### src/design/htmr_pkg.sv
// Shared types and constants for the handheld console timer.
// Holds action codes, register selects and the clock-select period table.
// No dependencies.
package htmr_pkg;

  localparam logic [1:0] ACT_TICK  = 2'd0;
  localparam logic [1:0] ACT_WRITE = 2'd1;
  localparam logic [1:0] ACT_READ  = 2'd2;

  localparam logic [1:0] REG_DIV  = 2'd0;
  localparam logic [1:0] REG_TIMA = 2'd1;
  localparam logic [1:0] REG_TMA  = 2'd2;
  localparam logic [1:0] REG_TAC  = 2'd3;

  localparam int unsigned CNT_W  = 9;   // countdown holds 1..256
  localparam int unsigned LEFT_W = 10;  // signed countdown remainder

  localparam int unsigned TAC_ENABLE_BIT = 2;

  // Countdown length for each clock select.
  function automatic logic [CNT_W-1:0] period_of(input logic [1:0] sel);
    logic [CNT_W-1:0] p;
    case (sel)
      2'd0:    p = 9'd256;
      2'd1:    p = 9'd4;
      2'd2:    p = 9'd16;
      2'd3:    p = 9'd64;
      default: p = 9'd256;
    endcase
    return p;
  endfunction

endpackage

### src/design/handheld_console_timer.sv
// Handheld console timer: divider, counter, modulo and control registers (uses htmr_pkg).
// Each beat passes IDLE, EXEC and DONE; a tick whose countdown expires runs EXPIRE
// once per counter increment (up to 4) before DONE. DONE waits for a free output register.
// One beat at a time: a new beat is taken only in IDLE, so the countdown loop through the shared
// adder holds off the next beat. A finished result may wait in the output register while the next beat
// is taken. Reset (rst_ni low, asynchronous) clears all registers, countdown to 256.
module handheld_console_timer #(
  parameter int unsigned DIVIDER_PERIOD = 64  // range 16..255
) (
  input  logic        clk_i,
  input  logic        rst_ni,
  input  logic        s_axis_tvalid,
  output logic        s_axis_tready,
  input  logic [15:0] s_axis_tdata,   // [7:0] write_data, [11:8] cycle_count, [15:12] zero
  input  logic [3:0]  s_axis_tuser,   // [1:0] action, [3:2] reg_select
  output logic        m_axis_tvalid,
  input  logic        m_axis_tready,
  output logic [15:0] m_axis_tdata    // [7:0] read_data, [8] timer_interrupt, [15:9] zero
);

  typedef enum logic [1:0] {
    ST_IDLE,    // wait for an input beat
    ST_EXEC,    // apply read/write, advance divider, subtract tick from countdown
    ST_EXPIRE,  // one counter increment per cycle until countdown is positive
    ST_DONE     // hand the result to the output register
  } state_e;

  state_e state_q;

  // Latched input beat.
  logic [1:0] action_q;
  logic [1:0] sel_q;
  logic [7:0] wdata_q;
  logic [3:0] cycles_q;

  // Timer registers.
  logic [7:0]                     div_q;
  logic [7:0]                     presc_q;
  logic [7:0]                     tima_q;
  logic [7:0]                     tma_q;
  logic [7:0]                     tac_q;
  logic [htmr_pkg::CNT_W-1:0]     cnt_q;
  logic signed [htmr_pkg::LEFT_W-1:0] left_q;

  // Result under construction and output register.
  logic [7:0] rd_q;
  logic       irq_q;
  logic       out_valid_q;
  logic [7:0] out_rd_q;
  logic       out_irq_q;

  logic in_fire;
  logic out_free;

  assign s_axis_tready = (state_q == ST_IDLE);
  assign in_fire       = s_axis_tvalid && s_axis_tready;
  assign out_free      = !out_valid_q || m_axis_tready;

  assign m_axis_tvalid = out_valid_q;
  assign m_axis_tdata  = {7'd0, out_irq_q, out_rd_q};

  // Shared adder: countdown minus tick length in EXEC, remainder plus period in EXPIRE.
  logic signed [htmr_pkg::LEFT_W-1:0] op_a;
  logic signed [htmr_pkg::LEFT_W-1:0] op_b;
  logic signed [htmr_pkg::LEFT_W-1:0] sum;
  logic                               sum_pos;

  always_comb begin
    if (state_q == ST_EXPIRE) begin
      op_a = left_q;
      op_b = signed'({1'b0, htmr_pkg::period_of(tac_q[1:0])});
    end else begin
      op_a = signed'({1'b0, cnt_q});
      op_b = -signed'(htmr_pkg::LEFT_W'(cycles_q));
    end
  end

  assign sum     = op_a + op_b;
  assign sum_pos = !sum[htmr_pkg::LEFT_W-1] && (sum != '0);

  // Divider prescaler: the sum stays below twice the period, so one subtract wraps it.
  logic [8:0] presc_sum;
  assign presc_sum = {1'b0, presc_q} + 9'(cycles_q);

  // Counter increment with wrap to the modulo value.
  logic [8:0] tima_inc;
  assign tima_inc = {1'b0, tima_q} + 9'd1;

  // Read mux.
  logic [7:0] rd_mux;
  always_comb begin
    case (sel_q)
      htmr_pkg::REG_DIV:  rd_mux = div_q;
      htmr_pkg::REG_TIMA: rd_mux = tima_q;
      htmr_pkg::REG_TMA:  rd_mux = tma_q;
      htmr_pkg::REG_TAC:  rd_mux = tac_q;
      default:            rd_mux = tac_q;
    endcase
  end

  always_ff @(posedge clk_i or negedge rst_ni) begin
    if (!rst_ni) begin
      state_q     <= ST_IDLE;
      div_q       <= '0;
      presc_q     <= '0;
      tima_q      <= '0;
      tma_q       <= '0;
      tac_q       <= '0;
      cnt_q       <= 9'd256;
      left_q      <= '0;
      rd_q        <= '0;
      irq_q       <= 1'b0;
      out_valid_q <= 1'b0;
      out_rd_q    <= '0;
      out_irq_q   <= 1'b0;
      action_q    <= '0;
      sel_q       <= '0;
      wdata_q     <= '0;
      cycles_q    <= '0;
    end else begin
      // Drop the output beat once taken; in DONE the refill below takes its place.
      if (out_valid_q && m_axis_tready && (state_q != ST_DONE)) begin
        out_valid_q <= 1'b0;
      end

      case (state_q)
        ST_IDLE: begin
          if (in_fire) begin
            action_q <= s_axis_tuser[1:0];
            sel_q    <= s_axis_tuser[3:2];
            wdata_q  <= s_axis_tdata[7:0];
            cycles_q <= s_axis_tdata[11:8];
            state_q  <= ST_EXEC;
          end
        end

        ST_EXEC: begin
          rd_q    <= '0;
          irq_q   <= 1'b0;
          state_q <= ST_DONE;
          case (action_q)
            htmr_pkg::ACT_TICK: begin
              // Advance the divider once per full period.
              if (presc_sum >= 9'(DIVIDER_PERIOD)) begin
                presc_q <= 8'(presc_sum - 9'(DIVIDER_PERIOD));
                div_q   <= div_q + 8'd1;
              end else begin
                presc_q <= presc_sum[7:0];
              end
              // Hold the countdown while the timer is disabled.
              if (tac_q[htmr_pkg::TAC_ENABLE_BIT]) begin
                if (sum_pos) begin
                  cnt_q <= sum[htmr_pkg::CNT_W-1:0];
                end else begin
                  left_q  <= sum;
                  state_q <= ST_EXPIRE;
                end
              end
            end
            htmr_pkg::ACT_WRITE: begin
              case (sel_q)
                htmr_pkg::REG_DIV:  div_q  <= '0;
                htmr_pkg::REG_TIMA: tima_q <= wdata_q;
                htmr_pkg::REG_TMA:  tma_q  <= wdata_q;
                htmr_pkg::REG_TAC: begin
                  tac_q <= wdata_q;
                  cnt_q <= htmr_pkg::period_of(wdata_q[1:0]);
                end
                default: tac_q <= wdata_q;
              endcase
            end
            htmr_pkg::ACT_READ: begin
              rd_q <= rd_mux;
            end
            default: begin
              // Unused action code: no effect.
            end
          endcase
        end

        ST_EXPIRE: begin
          // One increment per pass; reload from modulo on wrap.
          if (tima_inc[8]) begin
            tima_q <= tma_q;
            irq_q  <= 1'b1;
          end else begin
            tima_q <= tima_inc[7:0];
          end
          if (sum_pos) begin
            cnt_q   <= sum[htmr_pkg::CNT_W-1:0];
            state_q <= ST_DONE;
          end else begin
            left_q <= sum;
          end
        end

        ST_DONE: begin
          // Hold until the output register is free or being drained.
          if (out_free) begin
            out_valid_q <= 1'b1;
            out_rd_q    <= rd_q;
            out_irq_q   <= irq_q;
            state_q     <= ST_IDLE;
          end
        end

        default: state_q <= ST_IDLE;
      endcase
    end
  end

  // Countdown always stays within 1..256.
  a_cnt_range: assert property (@(posedge clk_i) disable iff (!rst_ni)
    (cnt_q != '0) && (cnt_q <= 9'd256))
    else $error("countdown out of range");

  // Prescaler never reaches the divider period.
  a_presc_range: assert property (@(posedge clk_i) disable iff (!rst_ni)
    9'(presc_q) < 9'(DIVIDER_PERIOD))
    else $error("prescaler not wrapped");

  // The expiry loop runs only on an enabled tick with a non-positive remainder.
  a_expire_ok: assert property (@(posedge clk_i) disable iff (!rst_ni)
    (state_q == ST_EXPIRE) |->
      (tac_q[htmr_pkg::TAC_ENABLE_BIT] && (action_q == htmr_pkg::ACT_TICK) &&
       (left_q[htmr_pkg::LEFT_W-1] || (left_q == '0))))
    else $error("expiry loop entered wrongly");

  // A new result is loaded only from the DONE state.
  a_out_load: assert property (@(posedge clk_i) disable iff (!rst_ni)
    $rose(out_valid_q) |-> ($past(state_q) == ST_DONE))
    else $error("output loaded outside DONE");

endmodule

### config.mk
export PLATFORM = sky130hd
export DESIGN_NAME = handheld_console_timer
export DESIGN_NICKNAME = d
export VERILOG_FILES = /design/src/design/htmr_pkg.sv /design/src/design/handheld_console_timer.sv
export SDC_FILE = /design/constraint.sdc
export NUM_CORES = 1
export LEC_CHECK = 0
export BUFFER_PORTS_ARGS = -buffer_cell sky130_fd_sc_hd__buf_2
export CORE_ASPECT_RATIO = 1.5
export CORE_MARGIN = 3
export CORE_UTILIZATION = 60
export CTS_CLUSTER_DIAMETER = 80
export DETAILED_ROUTE_END_ITERATION = 10
export GPL_TIMING_DRIVEN = 0
export PLACE_DENSITY = 0.8
export SETUP_SLACK_MARGIN = 0.1
export SYNTH_ARGS = -nofsm -noshare
export SYNTH_HDL_FRONTEND = slang
export SYNTH_SLANG_ARGS = --single-unit
### constraint.sdc
create_clock -name clk_i -period 4.6 [get_ports clk_i]
set_input_delay 0.46 -clock clk_i [delete_from_list [all_inputs] [get_ports clk_i]]
set_output_delay 0.46 -clock clk_i [all_outputs]
set_load 0.05 [all_outputs]
After elaboration in Yosys (flattened, before gate mapping)
Index checks and enable logic that the tools add are counted.

word-level totals
  register bits after elaboration = 96
  output and inout bits = 18
  logic and storage cells = 113

cells by class
  $add $sub $neg = 6
  order comparisons = 1
  equality and inequality tests = 28
  multiplexer cells = 35
  reductions and logical operators = 26

operators with widths
  kind                                                  number
  case mux 9 bit (4 select lines)                       2
  two-way mux 8 bit                                     7
  two-way mux 10 bit                                    5
  case mux 9 bit (2 select lines)                       2
  case mux 8 bit (2 select lines)                       2
  case mux 8 bit (4 select lines)                       1
  two-way mux 9 bit                                     3
  case mux 10 bit (2 select lines)                      1
  equality test 2 bit (second input constant)           9
  AND reduction 3 bit                                   5
  != test 2 bit (second input constant)                 7
  adder 10 bit                                          1
  equality test 2 x 1 -> 1 bit (second input constant)  5
  zero test 2 bit                                       5
  negation 4 -> 10 bit                                  1
  nonzero test 10 bit                                   1
  adder 8 x 1 -> 9 bit (second input constant)          1
  adder 8 x 4 -> 9 bit                                  1
  >= comparator 9 x 7 -> 1 bit (second input constant)  1
  adder 8 x 1 -> 8 bit (second input constant)          1
  != test 2 x 1 -> 1 bit (second input constant)        4
  case mux 2 bit (4 select lines)                       1
  AND reduction 2 bit                                   4
  AND reduction 4 bit                                   2
  10 further kinds                                      24

Longest topological paths before layout
  depth after elaboration = 10
  gate-level depth with buffers = 18
  mapped depth without buffers = 13

Worst setup path before layout
OpenSTA, ideal clock, no wires.

  path kind = register -> register
  start point = register state_q[0]
  end point = register state_q[1]
  arrival = 3.894 ns
  slack = 0.581 ns
  stages on the path, launching flop included = 16
  buffers on the path = 2
  clock period less this slack = 4.019 ns
  cells stage by stage = dfrtp_1 inv_1 ha_1 buf_2 buf_1 mux2_2 ha_1 fa_1 a211oi_1 o21bai_1 a311oi_1 nor4b_4 a31o_4 a2bb2oi_2 a21boi_4 mux2_4

between the ends
  longest elaborated chain between the ends = 7

ends and longest elaborated chain
  element                                                        RTL line                                                     text
  start: declaration                                             handheld_console_timer.sv:28                                 state_e state_q;
  start signal: assignment                                       handheld_console_timer.sv:103                                state_q <= ST_IDLE;
  start signal: assignment                                       handheld_console_timer.sv:133                                state_q <= ST_EXEC;
  start signal: assignment                                       handheld_console_timer.sv:140                                state_q <= ST_DONE;
  equality test 2 bit                                            handheld_console_timer.sv:69, handheld_console_timer.sv:126
  two-way mux 10 bit                                             handheld_console_timer.sv:69                                 if (state_q == ST_EXPIRE) begin
  adder 10 bit                                                   handheld_console_timer.sv:78                                 assign sum = op_a + op_b;
  nonzero test 10 bit / zero test 1 bit (equally long branches)  handheld_console_timer.sv:79                                 assign sum_pos = !sum[htmr_pkg::LEFT_W-1] && (sum != '0);
  logical AND 1 bit                                              handheld_console_timer.sv:79
  != test 2 bit (no line)                                        --
  AND reduction 3 bit (no line)                                  --

Parallel ways exist; a longest one is shown, timed or not.
A chain may end at the register's enable or synchronous reset.

Worst setup path in the final report
Same ends and word-level chain as after synthesis.

==> impl_metrics.tcl <==
set metrics [dict create \
    status "complete, no violations" \
    hold_buffers 0 \
    place_congestion 0.900 \
    synth_top_family_by_area "compound AO/OA/AOI/OAI gates" \
    viasPerCell 6.13 \
    busiest_layer "met2" \
    cts.sinks 96 \
    rr_startpoint "state_q[0]$_DFFE_PN0P_" \
    async_reset_ff_frac 1.00 \
    synth.distinct_cells 74 \
    final_layout_size_suffix_gt1_frac 0.241 \
    grtUsageTotal 0.250 \
    synth_area_um2 5610 \
    fin_cells 704 \
    num_antenna_cells 0 \
    synth_compound_area_frac 0.158 \
    h-tree-depth 3 \
    drtAntennaViolNets 0 \
    grtUsageMet1 0.298 \
    core_region_area_um2 8990 \
    cts-root-buf "clkbuf_16" \
    cp.arrival_ns 4.49 \
    synth_edf_count 0 \
    fin_crit_sh 0.926 \
    synth_cells 541 \
    clk_pin_slew_ns 0.06 \
    clk_path_buf_depth 2 \
    die_area_um2 10600 \
    grt_pass1_vias 4298 \
    clk_latency_ns 0.34 \
    die_h_um 124 \
    post-route-min-period_ns 4.26 \
    fmax_ghz 0.235 \
    ys_warn_count 0 \
    die_x_um 84.9 \
    rows 42 \
    finalHoldViolCount 0 \
    wire_per_inst_um 18.2 \
    drc_errors 0 \
    drv_cap 0 \
    rsz0062_at_grt "false" \
    cts_tree "done" \
    first_pass_iters 5 \
    cpMaxStageDelayCell "dfrtp_1" \
    crit_chain "inv_1, ha_1, buf_2, clkbuf_4, mux2_2, ha_1, fa_1, a211oi_1, o21bai_1, a311oi_2, nor4b_4, a31o_4, a2bb2oi_2, a21boi_4, mux2_4" \
    cpPeakStageDelay_ns 0.44 \
    ys_seq_elements 96 \
    placed_area_um2 5950 \
    grtUsageMet2 0.435 \
    via_count 4317 \
    ios 42 \
    cp_common_cell "ha_1" \
    area_growth_pct 12.2 \
    max_slew_margin 0.0992 \
    overflow 0 \
    synth-xor-area-share 0.0266 \
    numCtsBuffers 9 \
    whs_ns 0.0777 \
    wl_um 12800 \
    start_util 0.624 \
    synthFlopType "dfrtp_1" \
    finalNetCount 637 \
    yosysSeqAreaShare 0.429 \
    reg2reg_depth 15 \
    grt_pass1_wl_um 20900 \
    muxShareOfSynthArea 0.146 \
    avgSynthCellArea_um2 10.4 \
    n_fill_cell 679 \
    setup.worst_path.class "reg2reg" \
    fin_skew_ns 0.00616 \
    worstMarginPinSlew_ns 1.34 \
    min_path_type "in2async" \
    cp_max_fo 10 \
    yosys.area_share.simple 0.134 \
    synthAdderAreaFrac 0.0563 \
    worstPathRequired_ns 4.83 \
    grt_use_met3 0.0424 \
    stdcell_area_um2 6290 \
    grt_start_max_net_pins 62 \
    drv_slew 0 \
    hpwlAfterDp_um 9320 \
    cts_setup_buffers 0 \
    r2r_setup_slack_ns 0.34 \
    utilization 0.700 \
    end_kind "flip-flop" \
    first_iter_violations 289 \
    rr_endpoint "state_q[1]$_DFFE_PN0P_" \
    portBuffers 30 \
    startpoint_type "flip-flop" \
    antenna_found_initial 0 \
    setup_viol 0 \
    dp_cells 688 \
]
-- per-stage QoR --
step           setup WS (ns)  TNS [ns]
2_1_floorplan          0.581         0
3_3_place_gp         -0.0900    -0.175
3_5_place_dp          -0.123    -0.145
4_1_cts                0.156         0
5_1_grt                0.132         0
6_report               0.338         0
-- worst max path at each step --
stage,startpoint,to,slack (ns),cells after the start
4_1_cts,state_q[0]$_DFFE_PN0P_,state_q[1]$_DFFE_PN0P_,0.16,15
2_1_floorplan,state_q[0]$_DFFE_PN0P_,state_q[1]$_DFFE_PN0P_,0.58,15
3_5_place_dp,state_q[0]$_DFFE_PN0P_,state_q[1]$_DFFE_PN0P_,-0.12,16
5_1_grt,state_q[0]$_DFFE_PN0P_,state_q[1]$_DFFE_PN0P_,0.13,16
3_3_place_gp,state_q[0]$_DFFE_PN0P_,state_q[1]$_DFFE_PN0P_,-0.09,16
6_report,state_q[0]$_DFFE_PN0P_,state_q[1]$_DFFE_PN0P_,0.34,15
-- layer usage --
layer	share of wire	vias up
li1	-	2033
met5	0	-
met3	0.040	29
met4	0.037	0
met1	0.40	2141
met2	0.53	114
-- cells in the mapped netlist, types with 6 or more instances --
master | instances | share of area
o2bb2ai_1 | 8 | 0.013
mux2_2 | 51 | 0.10
nor3_1 | 9 | 0.0080
nand2b_1 | 6 | 0.0067
inv_1 | 29 | 0.019
ha_1 | 22 | 0.049
a21oi_1 | 17 | 0.015
nand3_1 | 11 | 0.0098
nand2_1 | 60 | 0.040
mux4_2 | 8 | 0.032
dfrtp_1 | 95 | 0.42
a21o_1 | 6 | 0.0080
buf_4 | 8 | 0.011
xnor2_1 | 12 | 0.019
clkbuf_1 | 16 | 0.011
o21ai_0 | 45 | 0.040
nor2_1 | 25 | 0.017
-- what timing repair did --
action | 4_1_cts | 5_1_grt
gates resized for setup | 3 | 7
endpoints found under the hold margin | 0 | 0
setup endpoints to repair | 20 | 14
-- cells by family (layout without fill, tap and decap cells) --
family,count (synthesis),in the layout
AND/OR/NAND/NOR,146,146
buffers and inverters,62,109
multiplexers,65,65
flip-flops,96,96
XOR/XNOR,17,17
adder cells (fa/ha/maj),24,24
other,1,7
AO/OA/AOI/OAI,130,130
-- layout make-up --
type,instances,area [um^2],area share
Clock buffer,10,239,0.0380
Sequential cell,96,2400,0.382
Inverter,29,109,0.0173
Multi-Input combinational cell,389,2960,0.471
Buffer,33,179,0.0284
Tap cell,110,138,0.0219
Timing Repair Buffer,31,180,0.0286
Clock inverter,6,82.6,0.0131
-- worst max-delay path: cells and delay by family (launching register included) --
kind / cells / cell delay, ns
AOI/OAI and AO/OA: 6 / 1.54
muxes: 2 / 0.68
and+or+nand+nor: 1 / 0.10
DFF: 1 / 0.44
adders and majority gates: 3 / 0.79
buffers and inverters: 3 / 0.60
-- state kept, by name (all words and copies together) (netlist names) --
signal and flops:
action_q 2, cnt_q 9, cycles_q 4, div_q 8, irq_q 1, left_q 10
m_axis_tvalid 1, out_irq_q 1, out_rd_q 8, presc_q 8, rd_q 8, sel_q 2
state_q 2, tac_q 8, tima_q 8, tma_q 8, wdata_q 8
-- cells in the final DEF (no fill, tap or decap), types with 11 or more instances in the layout --
| cell type | synthesis | final |
|---|---|---|
| a21oi_1 | 17 | 17 |
| buf_2 | 5 | 34 |
| clkbuf_1 | 16 | 13 |
| dfrtp_1 | 95 | 95 |
| ha_1 | 22 | 22 |
| inv_1 | 29 | 29 |
| mux2_2 | 51 | 51 |
| nand2_1 | 60 | 60 |
| nand3_1 | 11 | 11 |
| nor2_1 | 25 | 25 |
| o21ai_0 | 45 | 45 |
| xnor2_1 | 12 | 12 |
Power is left out: the tool's default activity adds up to more than one toggle a clock period on the data nets, which glitch-free logic cannot reach.
